<file path="src/design/ifr_pkg.sv">
// shared types and constants of the icmp frame rewriter
// no dependencies; used by icmp_frame_rewriter
package ifr_pkg;

	localparam int MaxHeaderWords = 37;
	localparam int AddrW = $clog2(MaxHeaderWords);
	localparam int CntW = 6;
	localparam int SumW = 22;
	localparam int WordW = 16;
	localparam int BvW = 2;
	localparam int IpW = 32;
	localparam int CfgIdxW = 1;
	localparam int StepW = 3;

	localparam logic [CntW-1:0] EthWords = CntW'(7);
	localparam logic [CntW-1:0] ChecksumIdx = CntW'(12);
	localparam logic [CntW-1:0] SrcHiIdx = CntW'(13);
	localparam logic [CntW-1:0] SrcLoIdx = CntW'(14);
	localparam logic [CntW-1:0] DstHiIdx = CntW'(15);
	localparam logic [CntW-1:0] DstLoIdx = CntW'(16);
	localparam logic [CntW-1:0] EthertypeIdx = CntW'(6);
	localparam logic [CntW-1:0] ProtoIdx = CntW'(11);
	localparam logic [CntW-1:0] MacWords = CntW'(3);
	localparam logic [CntW-1:0] MacPairWords = CntW'(6);
	localparam logic [3:0] MinIhl = 4'd5;

	localparam logic [WordW-1:0] EthertypeIpv4 = 16'h0800;
	localparam logic [7:0] ProtoIcmp = 8'h01;
	localparam logic [BvW-1:0] BvOne = 2'd1;
	localparam logic [BvW-1:0] BvTwo = 2'd2;

	localparam logic [CfgIdxW-1:0] CfgSrcIp = 1'd0;
	localparam logic [CfgIdxW-1:0] CfgDstIp = 1'd1;
	localparam logic [IpW-1:0] SrcIpReset = 32'h0102_0304;
	localparam logic [IpW-1:0] DstIpReset = 32'h674D_381B;

	// checksum finishing steps on the shared adder
	localparam logic [StepW-1:0] StepSrcHi = 3'd0;
	localparam logic [StepW-1:0] StepSrcLo = 3'd1;
	localparam logic [StepW-1:0] StepDstHi = 3'd2;
	localparam logic [StepW-1:0] StepDstLo = 3'd3;
	localparam logic [StepW-1:0] StepFold1 = 3'd4;
	localparam logic [StepW-1:0] StepFold2 = 3'd5;

	typedef enum logic [2:0] {
		ST_IDLE,
		ST_HEAD,
		ST_PASS,
		ST_DROP,
		ST_SUM,
		ST_EMIT_RD,
		ST_EMIT_LD
	} state_t;

endpackage

</file>
<file path="src/design/icmp_frame_rewriter.sv">
// top level of the icmp frame rewriter: header hold, checksum sequencer, output register
// depends on ifr_pkg and ifr_ram
//
// usage
// - input stream (s_axis_*): one 16-bit big-endian frame word per transaction,
//   tlast on the final word, tdata[17:16] gives the valid bytes of the word
// - output stream (m_axis_*): rewritten frame words; tuser flags the last word
//   produced by one input transaction, tlast marks the final word of the frame
// - cfg port: cfg_we writes cfg_wdata into the ip register selected by cfg_addr
//   (0 new source ip, 1 new destination ip); write only while the block is idle
// - header words are held in a small ram and checked when the header completes; frames not
//   ipv4/icmp, with a bad ihl, ending early or with a one-byte last header word are dropped
// - header words are taken one per cycle; after the completing word the shared
//   adder adds the new address halves and folds the sum twice to finish the checksum,
//   then the header goes out word by word (ram read, then output load); no input
//   is taken while the checksum is finished and a 17 to 37 word header goes out
// - payload words pass through the output register at one per cycle unless the receiver stalls
// - a stalled receiver holds the output register; header emission and the
//   pass-through wait for it, and the input side stalls with them
// - reset clears the sequencer, the output valid and restores the ip registers
module icmp_frame_rewriter (
	input  logic        clk,
	input  logic        arst_n,
	// input stream
	input  logic        s_axis_tvalid,
	output logic        s_axis_tready,
	input  logic [23:0] s_axis_tdata,  // [15:0] data_word, [17:16] bytes_valid, [23:18] zero
	input  logic        s_axis_tlast,  // frame_end
	// output stream
	output logic        m_axis_tvalid,
	input  logic        m_axis_tready,
	output logic [23:0] m_axis_tdata,  // [15:0] out_word, [17:16] out_bytes_valid, [23:18] zero
	output logic        m_axis_tlast,  // out_frame_end
	output logic [0:0]  m_axis_tuser,  // [0] run_end
	// configuration
	input  logic        cfg_we,
	input  logic [ifr_pkg::CfgIdxW-1:0] cfg_addr,
	input  logic [ifr_pkg::IpW-1:0]     cfg_wdata
);

	ifr_pkg::state_t state_q, state_d;

	// config registers
	logic [ifr_pkg::IpW-1:0] src_ip_q;
	logic [ifr_pkg::IpW-1:0] dst_ip_q;

	// header tracking
	logic [ifr_pkg::CntW-1:0]  word_idx_q;
	logic [ifr_pkg::CntW-1:0]  hdr_cnt_q;
	logic [ifr_pkg::SumW-1:0]  sum_q;
	logic [ifr_pkg::WordW-1:0] etype_q;
	logic [7:0]                proto_q;
	logic                      fe_q;
	logic [ifr_pkg::StepW-1:0] step_q;
	logic [ifr_pkg::CntW-1:0]  emit_k_q;

	// output register
	logic                      out_valid_q;
	logic [ifr_pkg::WordW-1:0] out_word_q;
	logic [ifr_pkg::BvW-1:0]   out_bv_q;
	logic                      out_fe_q;
	logic                      out_re_q;

	// input fields
	logic [ifr_pkg::WordW-1:0] in_word;
	logic [ifr_pkg::BvW-1:0]   in_bv;
	logic                      in_fe;
	logic                      acc;
	logic                      out_free;

	// header word decode
	logic [ifr_pkg::CntW-1:0] idx_cur;
	logic [ifr_pkg::CntW-1:0] idx_next;
	logic [3:0]               ihl;
	logic [ifr_pkg::CntW-1:0] cnt_new;
	logic [ifr_pkg::CntW-1:0] cnt_eff;
	logic                     bad_ihl;
	logic                     complete;
	logic                     reject;
	logic                     sum_count;
	logic                     last_emit;

	// sequencer outputs
	logic in_ready;
	logic head_acc;
	logic pass_acc;
	logic emit_load;
	logic sum_step;

	// shared adder
	logic [ifr_pkg::SumW-1:0] add_a;
	logic [ifr_pkg::SumW-1:0] add_b;
	logic [ifr_pkg::SumW-1:0] add_res;

	// header ram
	logic                      ram_we;
	logic [ifr_pkg::AddrW-1:0] ram_waddr;
	logic [ifr_pkg::CntW-1:0]  rd_map;
	logic [ifr_pkg::WordW-1:0] ram_rdata;
	logic [ifr_pkg::WordW-1:0] emit_word;
	logic [ifr_pkg::WordW-1:0] checksum;

	assign in_word  = s_axis_tdata[15:0];
	assign in_bv    = s_axis_tdata[17:16];
	assign in_fe    = s_axis_tlast;
	assign acc      = s_axis_tvalid && s_axis_tready;
	assign out_free = !out_valid_q || m_axis_tready;

	// a new frame starts its index and sum from zero
	assign idx_cur  = (state_q == ifr_pkg::ST_IDLE) ? '0 : word_idx_q;
	assign idx_next = idx_cur + ifr_pkg::CntW'(1);
	assign ihl      = in_word[11:8];
	assign cnt_new  = ifr_pkg::EthWords + {1'b0, ihl, 1'b0};
	assign cnt_eff  = (idx_cur == ifr_pkg::EthWords) ? cnt_new : hdr_cnt_q;
	assign bad_ihl  = (idx_cur == ifr_pkg::EthWords) &&
		((ihl < ifr_pkg::MinIhl) || (cnt_new > ifr_pkg::CntW'(ifr_pkg::MaxHeaderWords)));
	assign complete = !bad_ihl && (idx_cur >= ifr_pkg::EthWords) && (idx_next == cnt_eff);
	assign reject   = (in_bv == ifr_pkg::BvOne) || (etype_q != ifr_pkg::EthertypeIpv4) ||
		(proto_q != ifr_pkg::ProtoIcmp);
	// the checksum field and the address words stay out of the running sum
	assign sum_count = (idx_cur >= ifr_pkg::EthWords) && (idx_cur != ifr_pkg::ChecksumIdx) &&
		!((idx_cur >= ifr_pkg::SrcHiIdx) && (idx_cur <= ifr_pkg::DstLoIdx));
	assign last_emit = (emit_k_q == hdr_cnt_q - ifr_pkg::CntW'(1));

	// next state
	always_comb begin
		state_d = state_q;
		case (state_q)
			ifr_pkg::ST_IDLE, ifr_pkg::ST_HEAD: begin
				if (acc) begin
					if (bad_ihl || (complete && reject)) begin
						state_d = in_fe ? ifr_pkg::ST_IDLE : ifr_pkg::ST_DROP;
					end else if (complete) begin
						state_d = ifr_pkg::ST_SUM;
					end else if (in_fe) begin
						state_d = ifr_pkg::ST_IDLE;
					end else begin
						state_d = ifr_pkg::ST_HEAD;
					end
				end
			end
			ifr_pkg::ST_PASS: begin
				if (acc && in_fe) begin
					state_d = ifr_pkg::ST_IDLE;
				end
			end
			ifr_pkg::ST_DROP: begin
				if (acc && in_fe) begin
					state_d = ifr_pkg::ST_IDLE;
				end
			end
			ifr_pkg::ST_SUM: begin
				if (step_q == ifr_pkg::StepFold2) begin
					state_d = ifr_pkg::ST_EMIT_RD;
				end
			end
			ifr_pkg::ST_EMIT_RD: begin
				state_d = ifr_pkg::ST_EMIT_LD;
			end
			ifr_pkg::ST_EMIT_LD: begin
				if (out_free) begin
					if (last_emit) begin
						state_d = fe_q ? ifr_pkg::ST_IDLE : ifr_pkg::ST_PASS;
					end else begin
						state_d = ifr_pkg::ST_EMIT_RD;
					end
				end
			end
			default: begin
				state_d = ifr_pkg::ST_IDLE;
			end
		endcase
	end

	// sequencer outputs
	always_comb begin
		in_ready  = 1'b0;
		head_acc  = 1'b0;
		pass_acc  = 1'b0;
		emit_load = 1'b0;
		sum_step  = 1'b0;
		case (state_q)
			ifr_pkg::ST_IDLE, ifr_pkg::ST_HEAD: begin
				in_ready = 1'b1;
				head_acc = s_axis_tvalid;
			end
			ifr_pkg::ST_PASS: begin
				in_ready = out_free;
				pass_acc = s_axis_tvalid && out_free;
			end
			ifr_pkg::ST_DROP: begin
				in_ready = 1'b1;
			end
			ifr_pkg::ST_SUM: begin
				sum_step = 1'b1;
			end
			ifr_pkg::ST_EMIT_RD: begin
				in_ready = 1'b0;
			end
			ifr_pkg::ST_EMIT_LD: begin
				emit_load = out_free;
			end
			default: begin
				in_ready = 1'b0;
			end
		endcase
	end

	assign s_axis_tready = in_ready;

	// shared adder: running header sum, then address halves, then two folds
	always_comb begin
		add_a = sum_q;
		add_b = ifr_pkg::SumW'(in_word);
		if (sum_step) begin
			case (step_q)
				ifr_pkg::StepSrcHi: add_b = ifr_pkg::SumW'(src_ip_q[31:16]);
				ifr_pkg::StepSrcLo: add_b = ifr_pkg::SumW'(src_ip_q[15:0]);
				ifr_pkg::StepDstHi: add_b = ifr_pkg::SumW'(dst_ip_q[31:16]);
				ifr_pkg::StepDstLo: add_b = ifr_pkg::SumW'(dst_ip_q[15:0]);
				ifr_pkg::StepFold1: begin
					add_a = ifr_pkg::SumW'(sum_q[ifr_pkg::SumW-1:16]);
					add_b = ifr_pkg::SumW'(sum_q[15:0]);
				end
				ifr_pkg::StepFold2: add_b = ifr_pkg::SumW'(sum_q[ifr_pkg::SumW-1:16]);
				default: add_b = '0;
			endcase
		end else if (state_q == ifr_pkg::ST_IDLE) begin
			add_a = '0;
		end
	end

	assign add_res  = add_a + add_b;
	assign checksum = ~sum_q[15:0];

	// emission order: source mac from words 3..5, destination mac from 0..2
	always_comb begin
		if (emit_k_q < ifr_pkg::MacWords) begin
			rd_map = emit_k_q + ifr_pkg::MacWords;
		end else if (emit_k_q < ifr_pkg::MacPairWords) begin
			rd_map = emit_k_q - ifr_pkg::MacWords;
		end else begin
			rd_map = emit_k_q;
		end
	end

	always_comb begin
		case (emit_k_q)
			ifr_pkg::ChecksumIdx: emit_word = checksum;
			ifr_pkg::SrcHiIdx:    emit_word = src_ip_q[31:16];
			ifr_pkg::SrcLoIdx:    emit_word = src_ip_q[15:0];
			ifr_pkg::DstHiIdx:    emit_word = dst_ip_q[31:16];
			ifr_pkg::DstLoIdx:    emit_word = dst_ip_q[15:0];
			default:              emit_word = ram_rdata;
		endcase
	end

	assign ram_we    = head_acc && (idx_cur < ifr_pkg::CntW'(ifr_pkg::MaxHeaderWords));
	assign ram_waddr = idx_cur[ifr_pkg::AddrW-1:0];

	ifr_ram #(
		.Width (ifr_pkg::WordW),
		.Depth (ifr_pkg::MaxHeaderWords)
	) u_hdr_ram (
		.clk   (clk),
		.we    (ram_we),
		.waddr (ram_waddr),
		.wdata (in_word),
		.raddr (rd_map[ifr_pkg::AddrW-1:0]),
		.rdata (ram_rdata)
	);

	// control state
	always_ff @(posedge clk or negedge arst_n) begin
		if (!arst_n) begin
			state_q     <= ifr_pkg::ST_IDLE;
			src_ip_q    <= ifr_pkg::SrcIpReset;
			dst_ip_q    <= ifr_pkg::DstIpReset;
			word_idx_q  <= '0;
			hdr_cnt_q   <= '0;
			step_q      <= '0;
			emit_k_q    <= '0;
			out_valid_q <= 1'b0;
		end else begin
			state_q <= state_d;
			if (cfg_we) begin
				case (cfg_addr)
					ifr_pkg::CfgSrcIp: src_ip_q <= cfg_wdata;
					ifr_pkg::CfgDstIp: dst_ip_q <= cfg_wdata;
					default: src_ip_q <= src_ip_q;
				endcase
			end
			if (head_acc) begin
				word_idx_q <= idx_next;
				if (idx_cur == ifr_pkg::EthWords) begin
					hdr_cnt_q <= cnt_new;
				end
			end
			// step and emit counters restart whenever a header completes
			if (head_acc && complete) begin
				step_q   <= '0;
				emit_k_q <= '0;
			end else if (sum_step) begin
				step_q <= step_q + ifr_pkg::StepW'(1);
			end else if (emit_load) begin
				emit_k_q <= emit_k_q + ifr_pkg::CntW'(1);
			end
			if (pass_acc || emit_load) begin
				out_valid_q <= 1'b1;
			end else if (m_axis_tready) begin
				out_valid_q <= 1'b0;
			end
		end
	end

	// datapath registers
	always_ff @(posedge clk) begin
		if (head_acc) begin
			if (sum_count) begin
				sum_q <= add_res;
			end else if (state_q == ifr_pkg::ST_IDLE) begin
				sum_q <= '0;
			end
			if (idx_cur == ifr_pkg::EthertypeIdx) begin
				etype_q <= in_word;
			end
			if (idx_cur == ifr_pkg::ProtoIdx) begin
				proto_q <= in_word[7:0];
			end
			fe_q <= in_fe;
		end else if (sum_step) begin
			sum_q <= add_res;
		end
		if (pass_acc) begin
			out_word_q <= in_word;
			out_bv_q   <= (in_bv == ifr_pkg::BvOne) ? ifr_pkg::BvOne : ifr_pkg::BvTwo;
			out_fe_q   <= in_fe;
			out_re_q   <= 1'b1;
		end else if (emit_load) begin
			out_word_q <= emit_word;
			out_bv_q   <= ifr_pkg::BvTwo;
			out_fe_q   <= last_emit && fe_q;
			out_re_q   <= last_emit;
		end
	end

	assign m_axis_tvalid   = out_valid_q;
	assign m_axis_tdata    = {6'd0, out_bv_q, out_word_q};
	assign m_axis_tlast    = out_fe_q;
	assign m_axis_tuser[0] = out_re_q;

	// checks
	a_no_input_while_busy: assert property (@(posedge clk) disable iff (!arst_n)
		(state_q == ifr_pkg::ST_SUM || state_q == ifr_pkg::ST_EMIT_RD ||
		 state_q == ifr_pkg::ST_EMIT_LD) |-> !s_axis_tready)
		else $error("input taken during checksum or header emission");

	a_hdr_cnt_range: assert property (@(posedge clk) disable iff (!arst_n)
		(state_q == ifr_pkg::ST_SUM) |->
		(hdr_cnt_q >= ifr_pkg::CntW'(17) &&
		 hdr_cnt_q <= ifr_pkg::CntW'(ifr_pkg::MaxHeaderWords)))
		else $error("header length out of range at checksum");

	a_emit_in_range: assert property (@(posedge clk) disable iff (!arst_n)
		(state_q == ifr_pkg::ST_EMIT_LD) |-> (emit_k_q < hdr_cnt_q))
		else $error("header emission past header length");

	a_ram_write_in_range: assert property (@(posedge clk) disable iff (!arst_n)
		ram_we |-> (idx_cur < ifr_pkg::CntW'(ifr_pkg::MaxHeaderWords)))
		else $error("header store write out of range");

	a_load_only_when_free: assert property (@(posedge clk) disable iff (!arst_n)
		(pass_acc || emit_load) |-> out_free)
		else $error("output register overwritten while stalled");

endmodule

</file>
<file path="src/design/ifr_ram.sv">
// generic single-write, single-read ram with registered read data
// no dependencies
module ifr_ram #(
	parameter int Width = 16,
	parameter int Depth = 37
) (
	input  logic                     clk,
	input  logic                     we,
	input  logic [$clog2(Depth)-1:0] waddr,
	input  logic [Width-1:0]         wdata,
	input  logic [$clog2(Depth)-1:0] raddr,
	output logic [Width-1:0]         rdata
);

	logic [Width-1:0] mem_q [Depth];
	logic [Width-1:0] rdata_q;

	always_ff @(posedge clk) begin
		if (we) begin
			mem_q[waddr] <= wdata;
		end
		rdata_q <= mem_q[raddr];
	end

	assign rdata = rdata_q;

endmodule

</file>
<file path="config.mk">
export PLATFORM = sky130hd
export DESIGN_NAME = icmp_frame_rewriter
export DESIGN_NICKNAME = d
export VERILOG_FILES = /design/src/design/ifr_pkg.sv /design/src/design/icmp_frame_rewriter.sv /design/src/design/ifr_ram.sv
export SDC_FILE = /design/constraint.sdc
export NUM_CORES = 1
export LEC_CHECK = 0
export BUFFER_PORTS_ARGS = -buffer_cell sky130_fd_sc_hd__buf_2
export CELL_PAD_IN_SITES_DETAIL_PLACEMENT = 0
export CELL_PAD_IN_SITES_GLOBAL_PLACEMENT = 2
export CORE_MARGIN = 5
export CORE_UTILIZATION = 50
export DETAILED_ROUTE_END_ITERATION = 7
export GPL_TIMING_DRIVEN = 0
export PLACE_DENSITY_LB_ADDON = 0.1
export SYNTH_ARGS = -nofsm -noshare
export SYNTH_HDL_FRONTEND = slang
export SYNTH_HIERARCHICAL = 1
export SYNTH_SLANG_ARGS = --single-unit
</file>
<file path="constraint.sdc">
create_clock -name clk -period 12.2 [get_ports clk]
set_input_delay 0 -clock clk [delete_from_list [all_inputs] [get_ports clk]]
set_output_delay 0 -clock clk [all_outputs]
set_load 0.05 [all_outputs]
</file>
==> results.ini, run 1 <==
[synthesis]
synthSimpleGateAreaFrac_pct=5.25
synth.most_common_cell=edfxtp_1
ys_seq_area_share_pct=67.2
synth_ff_type=edfxtp_1
synthMuxAreaShare_pct=12.2
yosys.area.top_type=edfxtp_1
ys_types=81
async_reset_ff_share_pct=11.6
synth_top_area_share_pct=59.4
synth_edf_count=658
synth_adder_area_share_pct=1.34
synth_cells=2187
synth_top_family_by_area=multiplexers
synth_compound_area_share_pct=10.6
ys_top_cells_by_area=edfxtp_1, mux2i_1, dfrtp_1, mux2_2, a22oi_1
postSynthAreaPerCell_sq_um=15.2
yosys_warnings=6
ys_seq_elements=764
synth_commonest_cells=edfxtp_1, mux2i_1, nand2_1
synth_xor_area_share_pct=0.790
netlist_area_sq_um=33300

[layout]
multiInputGateArea_sq_um=10200
syn_to_final_growth_pct=15.4
antenna_cells=0
register_area_sq_um=22400
nNetsFinal=2531
post-route-util_pct=58.3
drive_gt1_share_pct=21.0
n_fill_cell=5171

[run]
maxCapViolations=0

[grt]
track_usage_pct=27.2
overflow=0
grt_start_max_net_pins=68
first_global_vias=20499
grt_use_met1_pct=40.3
grt_pass1_wl_um=142000
top_usage_layer=met2
antenna_found_initial=2
met2_usage_pct=41.8
gr-usage-met3_pct=5.01

[power]
finalPower_mw=6.23
p_per_area_nw_per_um2=162
p_leak_nw=14.7
ir_drop_v=0.000141

[floorplanning]
fp.dieH_um=268
die-area_sq_um=71800
core_area_sq_um=65900
start_util_pct=50.5
top_level_ports=91
fp-row-count=94
die_w_um=268

[detailed_routing]
drt_wl_total_um=99100
wl_per_cell_um=29.5
dr.first_iter.drc_count=2468
remaining_drc_errors=0
avgViaCountPerCell=6.28
vias=21119
drtPass1Iterations=8
ant_nets=0

[clock_tree]
htree_levels=3
path_clk_slew_ns=0.06
cts_buffer_depth=3
cts_tree=done
cts_buffers=81
clk-insertion-delay-late_ns=0.63
cts_sinks=764
clockRootBuffer=clkbuf_16
post_cts_resized=0

[timing]
slew_headroom_pct=18.5
grt_setup_unrepaired=false
setup_violations=0
fin_setup_tns_ns=0
layout_min_cycle_time_ns=5.55
fmax_mhz=180
slew_viol_final=0
timing.final.crit_share_pct=45.5
skew_ns=0.0194
finalHoldViolations=0
worstMarginPinSlew_ns=1.22

[placed_design]
port-buffer-count=78
gp_routability_congestion=0.995
dp_hpwl_um=67100

[setup_path]
cp_cell_sequence=or3_1 > buf_2 > buf_6 > clkbuf_1 > clkbuf_1 > nand2_1 > inv_1 > ha_1 > buf_2 > and3b_1 > clkbuf_1 > nand2_1 > and2_1 > o311a_4 > clkbuf_1 > a31oi_1 > o311ai_0
crit_slowest_cell=clkbuf_1
crit_top_cell=clkbuf_1
cp_max_fo=10
critPathMaxStageDelay_ns=0.73
crit_family=buffers and inverters
start_kind=register
worstSetupEndpointType=register
required_ns=12.53
r2r-start=state_q[2]$_DFFE_PN0P_
critical_path_class=reg -> reg
setup.worst_path.start=state_q[2]$_DFFE_PN0P_
cp.buffers_inverters=8
arrival_ns=5.87

[min_path]
hp-start=s_axis_tdata[14]
hp-class=in -> reg

[status]
status=complete, no violations

## flip-flops by register name, indices dropped and copies added (netlist names), 6 cells and up
name             flops
etype_q             16
proto_q              8
emit_k_q             6
u_hdr_ram/rdata     16
u_hdr_ram/mem_q    592
dst_ip_q            32
word_idx_q           6
sum_q               22
hdr_cnt_q            6
src_ip_q            32
out_word_q          16
## layout by cell type (no fill, tap or decap), types with 16 or more instances in the layout
| master | instances |
|---|---|
| o2111ai_1 | 18 |
| dfxtp_1 | 17 |
| dlygate4sd3_1 | 45 |
| mux2_2 | 99 |
| ha_1 | 34 |
| a22oi_1 | 77 |
| nor2_2 | 34 |
| dfstp_2 | 21 |
| a22o_1 | 52 |
| clkinv_2 | 16 |
| o22ai_1 | 21 |
| buf_6 | 22 |
| o21ai_0 | 56 |
| clkbuf_16 | 83 |
| buf_4 | 29 |
| edfxtp_1 | 658 |
| o41ai_2 | 16 |
| mux4_2 | 16 |
| a222oi_1 | 26 |
| buf_8 | 22 |
| nor2_1 | 55 |
| a21oi_1 | 77 |
| clkbuf_1 | 89 |
| nand2_1 | 113 |
| inv_1 | 30 |
| nor2b_1 | 21 |
| nand3_1 | 41 |
| dfrtp_1 | 68 |
| mux2i_1 | 259 |
| buf_2 | 102 |
| a221oi_2 | 25 |
## repair_timing
item | CTS | global route
hold buffers | 45 | 0
hold endpoints to repair | 162 | 0
setup buffers | 0 | 0
## per-stage QoR
step	instance area [sq um]	setup slack (ns)	hold slack [ns]	cells
finish	38400	6.65	0.0576	3363
global route	38400	6.30	0.0842	3363
CTS	38400	6.73	0.0545	3363
detailed placement	35400	6.75	-0.0802	3169
global placement	34800	6.11	0.245	3134
floorplan	33300	8.19	-0.296	2192
## cell type report
class	instances	area share (%)
multi-input combinational	1252	26.5
clock buffer	109	5.84
inverter	32	0.313
buffer	144	2.00
sequential	764	58.2
clock inverter	40	0.896
tap	864	2.81
timing repair buffer	158	3.50
## final timing paths
kind	depth (start not counted)	to	slack [ns]
worst max-delay path	17	sum_q[13]$_DFFE_PP_	6.65
worst min-delay path	1	etype_q[14]$_DFFE_PP_	0.06
worst max register to register	17	sum_q[13]$_DFFE_PP_	6.65
worst min register to register	1	m_axis_tuser$_SDFFE_PP1P_	0.51
max in group asynchronous	4	dst_ip_q[7]$_DFFE_PN0P_	10.53
min in group asynchronous	3	dst_ip_q[1]$_DFFE_PN1P_	0.52
## routing by layer
layer / vias to the layer above / part of all wire (%)
li1: 9143 / -
met1: 10838 / 43
met2: 969 / 45
met3: 169 / 8.3
met4: 0 / 2.9
met5: - / 0
## cells by family (layout without fill, tap and decap cells)
kind of cell | Yosys count | after routing
AOI/OAI and AO/OA | 445 | 445
xor gates and xnor gates | 30 | 30
adders and majority gates | 35 | 35
buffers and inverters | 176 | 483
DFF | 764 | 764
muxes | 374 | 374
other | 1 | 6
and+or+nand+nor | 362 | 362
## where the power goes
| group | internal, mW | switching, mW | leakage, nW |
|---|---|---|---|
| registers | 2.94 | 0.0609 | 7.13 |
| clock network | 1.40 | 0.994 | 1.27 |
| logic | 0.323 | 0.520 | 6.30 |
| total | 4.66 | 1.58 | 14.7 |
Power figures use the tool's default switching activity.
==> run 2, diff against run 1 <==
- CORE_UTILIZATION: 50 -> 46
- clock period: 12.2 -> 5.6 ns (I/O delays scaled with it)
==> results.ini, run 2 (same netlist as run 1, synthesis figures left out) <==
[placed_design]
port-buffer-count=78  ; unchanged
place_inst=3259  ; +2.8%
gp_routability_congestion=0.908  ; -8.7%
dp_hpwl_um=67700  ; +0.99%

[clock_tree]
htree_levels=3  ; unchanged
cts_sinks=764  ; unchanged
cts_buffers=83  ; +2.5%
clockRootBuffer=clkbuf_16
cts_tree=done
clk-insertion-delay-late_ns=0.66  ; +0.03 ns
cts_buffer_depth=3  ; unchanged
path_clk_slew_ns=0.06  ; about the same

[timing]
slew_viol_final=0  ; unchanged
slew_headroom_pct=18.3  ; -0.25 points
skew_ns=0.0394  ; +0.0200 ns
worstMarginPinSlew_ns=1.22  ; +0.00378 ns
finalHoldViolations=0  ; unchanged
fmax_mhz=187  ; +4.0%
timing.final.crit_share_pct=95.3  ; +50 points
setup_violations=0  ; unchanged
grt_setup_unrepaired=false
layout_min_cycle_time_ns=5.33  ; -0.212 ns

[detailed_routing]
vias=20835  ; -1.3%
drt_wl_total_um=100000  ; +0.91%
ant_nets=0  ; unchanged
drtPass1Iterations=8  ; unchanged
wl_per_cell_um=29.0  ; -1.8%
dr.first_iter.drc_count=2219  ; -10%
avgViaCountPerCell=6.03  ; -4.0%
remaining_drc_errors=15  ; +15

[power]
p_per_area_nw_per_um2=352  ; +120%
p_switching_mw=3.54  ; +120%
ir_drop_v=0.000263  ; +87%
power_frac_seq_pct=47.8  ; -0.3 points
swShare_pct=25.9  ; +0.67 points
finalPower_mw=13.7  ; +120%
combinationalPowerShare_pct=13.3  ; -0.2 points
p_leak_nw=14.8  ; +0.48%
p_clk_share_pct=38.9  ; +0.5 points
p_int_mw=10.1  ; +120%

[setup_path]
cp-endpoint=sum_q[14]$_DFFE_PP_
rr_worst_depth=19  ; +2
critical_path_class=reg -> reg
r2r_setup_slack_ns=0.27  ; -6.39 ns
cp_max_fo=10  ; unchanged
start_kind=register
required_ns=6.10  ; -6.43 ns
worstSetupEndpointType=register
setup.worst_path.start=step_q[2]$_DFFE_PN0P_
r2r-start=step_q[2]$_DFFE_PN0P_
rr_endpoint=sum_q[14]$_DFFE_PP_
arrival_ns=5.83  ; -0.04 ns

[layout]
largest_reg_flops=592  ; unchanged
finalNonFillerCells=3455  ; +2.7%
nNetsFinal=2535  ; +0.16%
mostFrequentLayoutCells=edfxtp_1, mux2i_1, nand2_1
syn_to_final_growth_pct=16.4
reg_top3=u_hdr_ram/mem_q (592), dst_ip_q (32), src_ip_q (32)
regMostFlops=u_hdr_ram/mem_q
layout_commonest_cell=edfxtp_1
drive_gt1_share_pct=21.2  ; +0.25 points

[run]
maxCapViolations=0  ; unchanged

[status]
status=finished, violations left
violations=DRC

[floorplanning]
top_level_ports=91  ; unchanged
fp.dieH_um=279  ; +4.1%
die-area_sq_um=77800  ; +8.4%
start_util_pct=46.5  ; -4.1 points
fp-row-count=98  ; +4.3%
die_w_um=279  ; +4.1%
core_area_sq_um=71600  ; +8.7%

[grt]
track_usage_pct=25.3  ; -1.9 points
grt_pass1_wl_um=145000  ; +2.0%
antenna_found_initial=6  ; +4
grt_start_max_net_pins=70  ; +2.9%
overflow=0  ; unchanged
first_global_vias=20847  ; +1.7%

[min_path]
hp-class=in -> reg

run 2: area by class of cell:
type	count	area, sq um
timing repair buffer	160	1470
clock buffer	105	2200
tap	950	1190
clock inverter	45	470
multi-input combinational	1252	10200
sequential	764	22400
inverter	32	120
fill	5900	32900
buffer	144	771
antenna	3	7.51
run 2: power groups by stage:
stage | Sequential, mW | Clock, mW | Combinational, mW
5_1_grt | 6.54 | 5.67 | 1.91
6_report | 6.53 | 5.31 | 1.81
3_3_place_gp | 6.64 | 0 | 1.74
4_1_cts | 6.53 | 5.41 | 1.81
2_1_floorplan | 6.58 | 0 | 1.13
3_5_place_dp | 6.64 | 0 | 1.78
run 2: critical path, stage by stage, from the launching register on:
cell and delay (ns):
dfrtp_1 0.32, clkbuf_1 0.31, clkbuf_2 0.41, inv_1 0.08, ha_1 0.21, clkbuf_1 0.27, clkbuf_1 0.41, a222oi_1 0.58
nand2_1 0.10, a22o_1 0.21, ha_1 0.20, inv_1 0.07, fa_1 0.21, nor2b_1 0.06, o21a_1 0.19, o21a_1 0.22
o21ai_0 0.46, a21boi_0 0.26, or4_1 0.52, nand3_1 0.10
run 2: worst min path at each step:
stage / from / end / slack (ns) / depth (start not counted)
2_1_floorplan: arst_n / dst_ip_q[10]$_DFFE_PN0P_ / -0.30 / 0
3_3_place_gp: cfg_wdata[4] / dst_ip_q[4]$_DFFE_PN1P_ / 0.25 / 2
3_5_place_dp: arst_n / word_idx_q[0]$_DFFE_PN0P_ / -0.06 / 1
4_1_cts: s_axis_tdata[17] / state_q[2]$_DFFE_PN0P_ / 0.01 / 6
5_1_grt: s_axis_tdata[17] / state_q[2]$_DFFE_PN0P_ / 0.05 / 6
6_report: s_axis_tdata[17] / state_q[2]$_DFFE_PN0P_ / 0.02 / 6
run 2: timing repair:
item                       4_1_cts  5_1_grt
hold endpoints to repair       159        0
hold buffers                    43        0
gates resized for setup          0        7
setup endpoints to repair        0       26
buffers inserted                 0        0
run 2: layer usage:
layer | part of all wire (%) | GRT usage [%] | up-vias
li1 | - | - | 9158
met1 | 42 | 35.2 | 10729
met2 | 48 | 41.4 | 782
met3 | 6.3 | 3.89 | 166
met4 | 3.6 | 8.22 | 0
met5 | 0 | 0 | -
run 2: metrics by stage:
stage	cell area (sq um)	utilization, %	worst slack, ns	hold WS, ns	TNS (ns)
floorplan	33300	-	1.59	-0.296	0
global placement	34900	48.7	-0.533	0.246	-17.35
detailed placement	35600	49.8	0.126	-0.0630	0
CTS	38700	54.1	0.105	0.0106	0
global route	38700	54.1	0.0514	0.0524	0
finish	38800	54.1	0.266	0.0240	0
